[src/rtl/core/cma_pkg.sv]
package cma_pkg;

  localparam int SAMPLE_W            = 16;
  localparam int HW_W                = 4;
  localparam int DIV_W               = HW_W + 1;
  // 31 samples of 16 bits: magnitude needs 20 bits, plus sign
  localparam int MAG_W               = 20;
  localparam int SUM_W               = MAG_W + 1;
  localparam int MAX_HALF_WINDOW_DEF = 15;
  localparam int JOB_FIFO_DEPTH      = 2;
  localparam int OUT_FIFO_DEPTH      = 16;

  // one request's worth of work, as classified by the front end
  typedef struct packed {
    logic            do_avg;
    logic            do_raw;
    logic [HW_W-1:0] n;
    logic [HW_W-1:0] tail;
    logic            last;
  } job_t;

  typedef struct packed {
    logic [SAMPLE_W-1:0] filtered;
    logic                last_out;
  } result_t;

endpackage

[src/rtl/core/centered_moving_average_top.sv]
// Centred moving average over a record of signed 16-bit samples. Each input
// request carries one sample and a flag on the record's last sample; for every
// index the block gives the truncating mean of the 2n+1 samples centred there
// (n = half_window, clamped to MAX_HALF_WINDOW), with the first n and last n
// samples passed through raw. Results lag the input by n samples, and the last
// input flushes the tail, marking the final result with out_last_out; the
// record state then clears, half_window is kept. Write cfg_half_window only
// while the block is idle. One request is worked at a time: the window sum is
// accumulated over the single read port of the delay line, one sample a cycle,
// then a bit-serial restoring divider forms the 20-bit quotient. Results wait
// in a 16-deep output queue, so a stalled consumer only holds the block once
// that queue fills.
module centered_moving_average_top import cma_pkg::*; #(
  parameter int MAX_HALF_WINDOW = MAX_HALF_WINDOW_DEF
) (
  input  logic                clk,
  input  logic                rst_n,
  input  logic                in_push,
  input  logic [SAMPLE_W-1:0] in_sample,
  input  logic                in_last_in,
  output logic                in_full,
  output logic                out_empty,
  input  logic                out_pop,
  output logic [SAMPLE_W-1:0] out_filtered,
  output logic                out_last_out,
  input  logic                cfg_valid,
  output logic                cfg_ready,
  input  logic [HW_W-1:0]     cfg_half_window
);

  localparam int IDX_W = $clog2(2 * MAX_HALF_WINDOW + 1);
  localparam int JOB_W = $bits(job_t);
  localparam int RES_W = $bits(result_t);

  job_t                job_in;
  job_t                job_head;
  logic [JOB_W-1:0]    job_head_bits;
  logic                job_push;
  logic                job_pop;
  logic                job_full;
  logic                job_empty;
  logic                back_idle;
  logic                accept_en;
  logic [IDX_W-1:0]    rd_idx;
  logic [SAMPLE_W-1:0] rd_data;
  logic                res_push;
  logic                res_full;
  result_t             res;
  logic [RES_W-1:0]    out_bits;
  result_t             out_res;

  // the delay line is shared with the back end, so the front end takes the
  // next request only once the previous one is fully worked
  assign accept_en = job_empty && back_idle;

  cma_front #(
    .MAX_HALF_WINDOW (MAX_HALF_WINDOW),
    .IDX_W           (IDX_W)
  ) u_front (
    .clk             (clk),
    .rst_n           (rst_n),
    .in_push         (in_push),
    .in_sample       (in_sample),
    .in_last_in      (in_last_in),
    .in_full         (in_full),
    .cfg_valid       (cfg_valid),
    .cfg_ready       (cfg_ready),
    .cfg_half_window (cfg_half_window),
    .accept_en       (accept_en),
    .job_push        (job_push),
    .job             (job_in),
    .rd_idx          (rd_idx),
    .rd_data         (rd_data)
  );

  cma_fifo #(
    .DEPTH   (JOB_FIFO_DEPTH),
    .WIDTH   (JOB_W)
  ) u_job_q (
    .clk     (clk),
    .rst_n   (rst_n),
    .push    (job_push),
    .wr_data (job_in),
    .pop     (job_pop),
    .rd_data (job_head_bits),
    .full    (job_full),
    .empty   (job_empty)
  );

  // job_full cannot assert: at most one job is ever in flight
  assign job_head = job_t'(job_head_bits);

  cma_back #(
    .MAX_HALF_WINDOW (MAX_HALF_WINDOW),
    .IDX_W           (IDX_W)
  ) u_back (
    .clk       (clk),
    .rst_n     (rst_n),
    .job_empty (job_empty),
    .job_head  (job_head),
    .job_pop   (job_pop),
    .idle      (back_idle),
    .rd_idx    (rd_idx),
    .rd_data   (rd_data),
    .res_full  (res_full),
    .res_push  (res_push),
    .res       (res)
  );

  cma_fifo #(
    .DEPTH   (OUT_FIFO_DEPTH),
    .WIDTH   (RES_W)
  ) u_out_q (
    .clk     (clk),
    .rst_n   (rst_n),
    .push    (res_push),
    .wr_data (res),
    .pop     (out_pop),
    .rd_data (out_bits),
    .full    (res_full),
    .empty   (out_empty)
  );

  assign out_res      = result_t'(out_bits);
  assign out_filtered = out_res.filtered;
  assign out_last_out = out_res.last_out && !job_full;

endmodule

[src/rtl/core/cma_fifo.sv]
module cma_fifo #(
  parameter int DEPTH = 2,
  parameter int WIDTH = 1
) (
  input  logic             clk,
  input  logic             rst_n,
  input  logic             push,
  input  logic [WIDTH-1:0] wr_data,
  input  logic             pop,
  output logic [WIDTH-1:0] rd_data,
  output logic             full,
  output logic             empty
);

  // DEPTH must be a power of two: pointers wrap naturally
  localparam int PTR_W = (DEPTH > 1) ? $clog2(DEPTH) : 1;
  localparam int CNT_W = PTR_W + 1;

  logic [WIDTH-1:0] mem_r [DEPTH];
  logic [PTR_W-1:0] wr_ptr_r;
  logic [PTR_W-1:0] rd_ptr_r;
  logic [CNT_W-1:0] count_r;
  logic             do_wr;
  logic             do_rd;

  assign full    = (count_r == CNT_W'(DEPTH));
  assign empty   = (count_r == '0);
  assign do_wr   = push && !full;
  assign do_rd   = pop && !empty;
  assign rd_data = mem_r[rd_ptr_r];

  always_ff @(posedge clk) begin
    if (!rst_n) begin
      wr_ptr_r <= '0;
      rd_ptr_r <= '0;
      count_r  <= '0;
    end else begin
      if (do_wr) begin
        wr_ptr_r <= wr_ptr_r + 1'b1;
      end
      if (do_rd) begin
        rd_ptr_r <= rd_ptr_r + 1'b1;
      end
      if (do_wr && !do_rd) begin
        count_r <= count_r + 1'b1;
      end else if (do_rd && !do_wr) begin
        count_r <= count_r - 1'b1;
      end
    end
  end

  always_ff @(posedge clk) begin
    if (do_wr) begin
      mem_r[wr_ptr_r] <= wr_data;
    end
  end

endmodule

[src/rtl/core/cma_front.sv]
module cma_front import cma_pkg::*; #(
  parameter int MAX_HALF_WINDOW = MAX_HALF_WINDOW_DEF,
  parameter int IDX_W           = $clog2(2 * MAX_HALF_WINDOW + 1)
) (
  input  logic                clk,
  input  logic                rst_n,
  input  logic                in_push,
  input  logic [SAMPLE_W-1:0] in_sample,
  input  logic                in_last_in,
  output logic                in_full,
  input  logic                cfg_valid,
  output logic                cfg_ready,
  input  logic [HW_W-1:0]     cfg_half_window,
  input  logic                accept_en,
  output logic                job_push,
  output job_t                job,
  input  logic [IDX_W-1:0]    rd_idx,
  output logic [SAMPLE_W-1:0] rd_data
);

  localparam int DEPTH  = 2 * MAX_HALF_WINDOW + 1;
  localparam int FILL_W = $clog2(DEPTH + 1);
  localparam int CMP_W  = 8;

  logic [SAMPLE_W-1:0] dl_r [DEPTH];
  logic [HW_W-1:0]     hw_r;
  logic [FILL_W-1:0]   fill_r;
  logic [FILL_W-1:0]   fill_nxt;
  logic [HW_W-1:0]     n_cl;
  logic [CMP_W-1:0]    fill_c;
  logic [CMP_W-1:0]    n_c;
  logic                accept;

  assign cfg_ready = 1'b1;
  assign in_full   = !accept_en;
  assign accept    = in_push && accept_en;
  assign rd_data   = dl_r[rd_idx];

  assign fill_nxt = (fill_r == FILL_W'(DEPTH)) ? fill_r : fill_r + 1'b1;
  assign n_cl     = (CMP_W'(hw_r) > CMP_W'(MAX_HALF_WINDOW)) ? HW_W'(MAX_HALF_WINDOW) : hw_r;
  assign fill_c   = CMP_W'(fill_nxt);
  assign n_c      = CMP_W'(n_cl);

  always_comb begin
    job.n      = n_cl;
    job.last   = in_last_in;
    job.do_avg = (fill_c >= CMP_W'({n_cl, 1'b1}));
    job.do_raw = !job.do_avg && (fill_c >= n_c + CMP_W'(1));
    if (!in_last_in) begin
      job.tail = '0;
    end else if (fill_c < n_c) begin
      job.tail = HW_W'(fill_nxt);
    end else begin
      job.tail = n_cl;
    end
  end

  // a request that yields nothing needs no trip through the back end
  assign job_push = accept && (job.do_avg || job.do_raw || in_last_in);

  always_ff @(posedge clk) begin
    if (!rst_n) begin
      hw_r   <= '0;
      fill_r <= '0;
    end else begin
      if (cfg_valid) begin
        hw_r <= cfg_half_window;
      end
      if (accept) begin
        fill_r <= in_last_in ? '0 : fill_nxt;
      end
    end
  end

  // entries beyond the fill count are never read, so no clearing
  always_ff @(posedge clk) begin
    if (accept) begin
      dl_r[0] <= in_sample;
      for (int i = 1; i < DEPTH; i++) begin
        dl_r[i] <= dl_r[i-1];
      end
    end
  end

endmodule

[src/rtl/core/cma_back.sv]
module cma_back import cma_pkg::*; #(
  parameter int MAX_HALF_WINDOW = MAX_HALF_WINDOW_DEF,
  parameter int IDX_W           = $clog2(2 * MAX_HALF_WINDOW + 1)
) (
  input  logic                clk,
  input  logic                rst_n,
  input  logic                job_empty,
  input  job_t                job_head,
  output logic                job_pop,
  output logic                idle,
  output logic [IDX_W-1:0]    rd_idx,
  input  logic [SAMPLE_W-1:0] rd_data,
  input  logic                res_full,
  output logic                res_push,
  output result_t             res
);

  localparam int BIT_W = $clog2(MAG_W);

  typedef enum logic [2:0] {
    ST_IDLE,
    ST_SUM,
    ST_ABS,
    ST_DIV,
    ST_FIX,
    ST_EMIT,
    ST_TAIL
  } state_t;

  state_t                state_r;
  job_t                  job_r;
  logic [IDX_W-1:0]      cnt_r;
  logic signed [SUM_W-1:0] acc_r;
  logic [MAG_W-1:0]      quo_r;
  logic [DIV_W-1:0]      rem_r;
  logic [BIT_W-1:0]      bit_r;
  logic                  neg_r;
  logic [SAMPLE_W-1:0]   res_r;
  logic [HW_W-1:0]       tail_r;

  logic [DIV_W-1:0]      divisor;
  logic [DIV_W:0]        shifted;
  logic [DIV_W:0]        trial;
  logic                  ge;
  logic [DIV_W-1:0]      rem_nxt;
  logic signed [SUM_W-1:0] acc_nxt;
  logic [SUM_W-1:0]      acc_abs;
  logic [MAG_W-1:0]      quo_signed;

  assign divisor = {job_r.n, 1'b1};
  assign shifted = {rem_r, quo_r[MAG_W-1]};
  assign trial   = shifted - {1'b0, divisor};
  assign ge      = (shifted >= {1'b0, divisor});
  assign rem_nxt = ge ? trial[DIV_W-1:0] : shifted[DIV_W-1:0];

  assign acc_nxt    = acc_r + {{(SUM_W-SAMPLE_W){rd_data[SAMPLE_W-1]}}, rd_data};
  assign acc_abs    = acc_r[SUM_W-1] ? (~acc_r + 1'b1) : acc_r;
  assign quo_signed = neg_r ? (~quo_r + 1'b1) : quo_r;

  assign idle     = (state_r == ST_IDLE);
  assign job_pop  = idle && !job_empty;
  assign res_push = !res_full && ((state_r == ST_EMIT) || (state_r == ST_TAIL));

  always_comb begin
    if (state_r == ST_TAIL) begin
      res.filtered = rd_data;
      res.last_out = job_r.last && (tail_r == HW_W'(1));
    end else begin
      res.filtered = res_r;
      res.last_out = job_r.last && (tail_r == '0);
    end
  end

  always_comb begin
    unique case (state_r)
      ST_IDLE: rd_idx = IDX_W'(job_head.n);
      ST_SUM:  rd_idx = cnt_r;
      ST_TAIL: rd_idx = IDX_W'(tail_r - 1'b1);
      default: rd_idx = '0;
    endcase
  end

  always_ff @(posedge clk) begin
    if (!rst_n) begin
      state_r <= ST_IDLE;
    end else begin
      unique case (state_r)
        ST_IDLE: begin
          if (!job_empty) begin
            job_r  <= job_head;
            tail_r <= job_head.tail;
            acc_r  <= '0;
            cnt_r  <= '0;
            res_r  <= rd_data;
            if (job_head.do_avg) begin
              state_r <= ST_SUM;
            end else if (job_head.do_raw) begin
              state_r <= ST_EMIT;
            end else begin
              state_r <= ST_TAIL;
            end
          end
        end
        ST_SUM: begin
          acc_r <= acc_nxt;
          cnt_r <= cnt_r + 1'b1;
          if (cnt_r == IDX_W'({job_r.n, 1'b0})) begin
            state_r <= ST_ABS;
          end
        end
        ST_ABS: begin
          quo_r   <= acc_abs[MAG_W-1:0];
          neg_r   <= acc_r[SUM_W-1];
          rem_r   <= '0;
          bit_r   <= '0;
          state_r <= ST_DIV;
        end
        ST_DIV: begin
          quo_r <= {quo_r[MAG_W-2:0], ge};
          rem_r <= rem_nxt;
          bit_r <= bit_r + 1'b1;
          if (bit_r == BIT_W'(MAG_W - 1)) begin
            state_r <= ST_FIX;
          end
        end
        ST_FIX: begin
          res_r   <= quo_signed[SAMPLE_W-1:0];
          state_r <= ST_EMIT;
        end
        ST_EMIT: begin
          if (!res_full) begin
            state_r <= (tail_r != '0) ? ST_TAIL : ST_IDLE;
          end
        end
        ST_TAIL: begin
          if (!res_full) begin
            tail_r <= tail_r - 1'b1;
            if (tail_r == HW_W'(1)) begin
              state_r <= ST_IDLE;
            end
          end
        end
        default: begin
          state_r <= ST_IDLE;
        end
      endcase
    end
  end

endmodule
[config.mk]
export PLATFORM = sky130hd
export DESIGN_NAME = centered_moving_average_top
export DESIGN_NICKNAME = d
export VERILOG_FILES = /design/src/rtl/core/cma_pkg.sv /design/src/rtl/core/centered_moving_average_top.sv /design/src/rtl/core/cma_fifo.sv /design/src/rtl/core/cma_front.sv /design/src/rtl/core/cma_back.sv
export SDC_FILE = /design/constraint.sdc
export NUM_CORES = 1
export LEC_CHECK = 0
export BUFFER_PORTS_ARGS = -buffer_cell sky130_fd_sc_hd__buf_4
export CORE_UTILIZATION = 45
export CTS_BUF_LIST = sky130_fd_sc_hd__clkbuf_4
export DETAILED_ROUTE_END_ITERATION = 6
export PLACE_DENSITY = 0.62
export SLEW_MARGIN = 20
export SYNTH_ARGS = -nofsm -noshare
export SYNTH_HDL_FRONTEND = slang
export SYNTH_SLANG_ARGS = --single-unit
[constraint.sdc]
create_clock -name clk -period 13.9 [get_ports clk]
set_clock_uncertainty 0.05 [all_clocks]
set_input_delay 2.085 -clock clk [delete_from_list [all_inputs] [get_ports clk]]
set_output_delay 2.085 -clock clk [all_outputs]
set_load 0.05 [all_outputs]
==> results.sh <==
export IMPL_grt_max_degree=173
export IMPL_dp_final_hpwl_um=47030
export IMPL_yosysWarnings=0
export IMPL_synth_area_per_cell_um2=14.16
export IMPL_crit_path_start_kind="flip-flop"
export IMPL_maxCapViolCount=0
export IMPL_drc=0
export IMPL_fin_tns_setup_ns=0
export IMPL_gp_congestion=0.8339
export IMPL_wirelength_um=83140
export IMPL_r2r_setup_slack_ns=6.58
export IMPL_cts_sinks=906
export IMPL_port_buffers=44
export IMPL_dr_wl_met3_um=4054
export IMPL_post_drt_via_cell_ratio=5.530
export IMPL_top_layer="met4"
export IMPL_critical_path_arrival_ns=8.07
export IMPL_required_ns=14.65
export IMPL_slew_viol_final=0
export IMPL_ioPinCount=46
export IMPL_worstRegToRegCells=19
export IMPL_outcome="finished, final reports clean"
export IMPL_cts_hold_buffers=0
export IMPL_htree_num_levels=4
export IMPL_period_share_pct=52.67
export IMPL_finalSetupViolCount=0
export IMPL_dr_pass1_iters=5
export IMPL_final_layout_size_suffix_gt1_share_pct=19.48
export IMPL_synthToLayoutAreaGrowth_pct=11.27
export IMPL_post_cts_buffers=0
export IMPL_ant_nets=0
export IMPL_synth_nets=2800
export IMPL_route_met2_wl_um=40900
export IMPL_synth_flop_cell="edfxtp_1"
export IMPL_fp_dieW_um=294.3
export IMPL_whs_path_depth=0
export IMPL_vias=23130
export IMPL_netlist_instances=2715
export IMPL_worstMarginPinSlew_ns=1.147
export IMPL_max_slew_margin_pct=23.37
export IMPL_post_route_min_period_ns=7.321
export IMPL_die_y_um=294.3
export IMPL_synth_seq_area_share_pct=69.86
export IMPL_nets=2962
export IMPL_die_area_mm2=0.08663
export IMPL_cp_slowest_cell="buf_4"
export IMPL_reg2reg_to="u_back.acc_r[20]"
export IMPL_drt_iter0_markers=2016
export IMPL_synth_async_reset_ratio_pct=0
export IMPL_wl_met1_um=36410
export IMPL_rsz0062_at_grt="no"
export IMPL_syn_area_mm2=0.03846
export IMPL_hold_class="reg -> reg"
export IMPL_insertion_delay_ns=1.11
export IMPL_critPathMaxStageDelay_ns=0.73
export IMPL_synth_edf_count=872
export IMPL_fp_row_count=106
export IMPL_clk_pin_slew_worst_paths_ns=0.07
export IMPL_grt_antenna_before_repair=3
export IMPL_start_util_pct=45.74
export IMPL_coreArea_mm2=0.08409
export IMPL_ys_seq_elements=906
export IMPL_yosysUniqueCellTypes=73
export IMPL_cp_max_fo=72
export IMPL_hold_violations=0
export IMPL_overflow=0
export IMPL_grtUsageTotal_pct=19.42
export IMPL_whs_endpoint="u_front.dl_r[23][0]"
export IMPL_clk_path_buf_depth=3
export IMPL_crit_path_end_kind="flip-flop"
export IMPL_cts_root_buffer="clkbuf_4"
export IMPL_path_class="reg -> reg"
export IMPL_cp_cell_sequence="nor3_4, a211o_4, buf_4, buf_4, nand2_1, a311oi_1, a31oi_1, a2111oi_0, a31oi_1, inv_1, ha_1, o21a_1, o31ai_1, a211oi_1, o41ai_1, o21ai_0, o41ai_1, xor3_1, nor2_1"
export IMPL_cts_tree="done"
export IMPL_fmax_mhz=136.6
export IMPL_dpl_cell_count=3781
export IMPL_cts_resized=0
export IMPL_min_delay_start="u_front.dl_r[22][0]"
export IMPL_grt_pass1_wl_um=130700
export IMPL_first_global_vias=23520
export IMPL_cts_buffers=228
export IMPL_reg2reg_from="u_back.state_r[0]"
export IMPL_post_drt_wl_per_cell_um=19.88
export IMPL_final_cells=4182
-- worst max-delay path: cells and delay by family (launching register included) --
| kind | cells | cell delay, ns |
|---|---|---|
| adder cells (fa/ha/maj) | 1 | 0.28 |
| AO/OA/AOI/OAI | 11 | 3.56 |
| flip-flops | 1 | 0.53 |
| XOR/XNOR | 1 | 0.21 |
| AND/OR/NAND/NOR | 3 | 0.76 |
| buffers and inverters | 3 | 1.54 |
-- cells in the mapped netlist (25+ instances only) --
master     count  area [um2]
edfxtp_1     872       26190
nand2_1      496        1862
nand3_1      191       955.9
nor2_1       150       563.0
a21oi_1       93       465.5
mux4_2        85        1914
clkbuf_1      73       274.0
and3_1        70       437.9
ha_1          56       700.7
buf_2         55       275.3
inv_1         47       176.4
xor2_1        47       411.6
dfxtp_1       34       680.7
o21ai_0       31       155.2
a311oi_1      30       262.8
a31oi_1       30       187.7
mux2i_1       27       270.3
xnor2_1       27       236.5
a2111oi_0     25       219.0
-- how the worst max path moves through the flow --
stage | start | to | cells past startpoint
after global routing | u_back.state_r[0] | u_back.acc_r[20] | 18
after CTS | u_back.state_r[0] | u_back.acc_r[20] | 19
after detailed placement | u_back.state_r[2] | u_back.acc_r[20] | 19
final | u_back.state_r[0] | u_back.acc_r[20] | 19
after floorplan | in_push | u_front.dl_r[0][0] | 2
after global placement | u_back.state_r[2] | u_back.acc_r[20] | 19
-- metrics by stage --
step | hold slack [ns] | area, um2 | util [%] | setup slack (ns)
after floorplan | 0.3757 | 38460 | - | 1.122
after global placement | 0.3797 | 39900 | 47.45 | 6.945
after detailed placement | 0.3820 | 39900 | 47.45 | 6.700
after CTS | 0.3572 | 42760 | 50.85 | 6.638
after global routing | 0.3721 | 42790 | 50.89 | 6.100
final | 0.3667 | 42790 | 50.89 | 6.579
-- cell usage in the layout (no fill, tap or decap), drive strengths merged, types with 4 or more instances in the layout --
master and n:
nand4 6, edfxtp 872, nor2b 10, o21a 8, o21ai 32, a31oi 30
a32oi 5, clkinv 58, xor2 47, o41ai 6, a211oi 21, mux2 23
o31ai 12, or3 12, nor3 22, a2111oi 28, dfxtp 34, nand2b 11
nor2 150, inv 57, mux2i 27, a21o 13, nand2 496, mux4 85
a211o 4, a21oi 93, xnor2 27, buf 89, a311oi 30, ha 56
diode 4, and2 9, clkbuf 327, or4 8, nand3 191, nor4 29
and3 70, a311o 4, o21bai 4
-- cells by family (layout without fill, tap and decap cells) --
group / count (synthesis) / after routing / share of synthesized area [%]
buffers and inverters: 204 / 533 / 2.395
multiplexers: 135 / 135 / 6.354
flip-flops: 906 / 906 / 69.86
other: 1 / 5 / 0.009751
adder cells (fa/ha/maj): 59 / 59 / 1.978
XOR/XNOR: 75 / 75 / 1.747
AO/OA/AOI/OAI: 307 / 307 / 5.521
AND/OR/NAND/NOR: 1028 / 1028 / 12.14
-- per-layer routing --
layer  up-vias  track usage [%]
met4         0            7.406
met3       133            3.929
met5         -                0
met2       629            32.14
met1     11630            25.22
li1      10730                -
-- sequential cells by signal, summed over array words and instances (netlist names), named ones only --
register	cells
u_job_q.wr_ptr_r	1
u_back.cnt_r	5
u_back.state_r	3
u_back.rem_r	5
u_back.divisor	4
u_out_q.mem_r	272
u_back.quo_r	20
u_job_q.rd_ptr_r	1
u_out_q.wr_ptr_r	4
u_back.job_r	1
u_job_q.count_r	2
u_front.dl_r	496
u_back.bit_r	5
u_front.hw_r	4
u_back.acc_r	21
u_out_q.count_r	5
u_back.res_r	16
u_out_q.rd_ptr_r	4
u_job_q.mem_r	22
u_back.neg_r	1
u_front.fill_r	5
u_back.tail_r	4
-- final cells by class --
cell class	count	area, um2
clock buffer	327	2455
antenna	4	10.01
clock inverter	70	400.4
tap	1134	1419
sequential	906	26870
inverter	47	183.9
timing repair buffer	89	696.9
multi-input combinational	1605	10760
fill	7249	41290
Power is left out: the tool's default activity adds up to more than one toggle a clock period on the data nets, which glitch-free logic cannot reach.
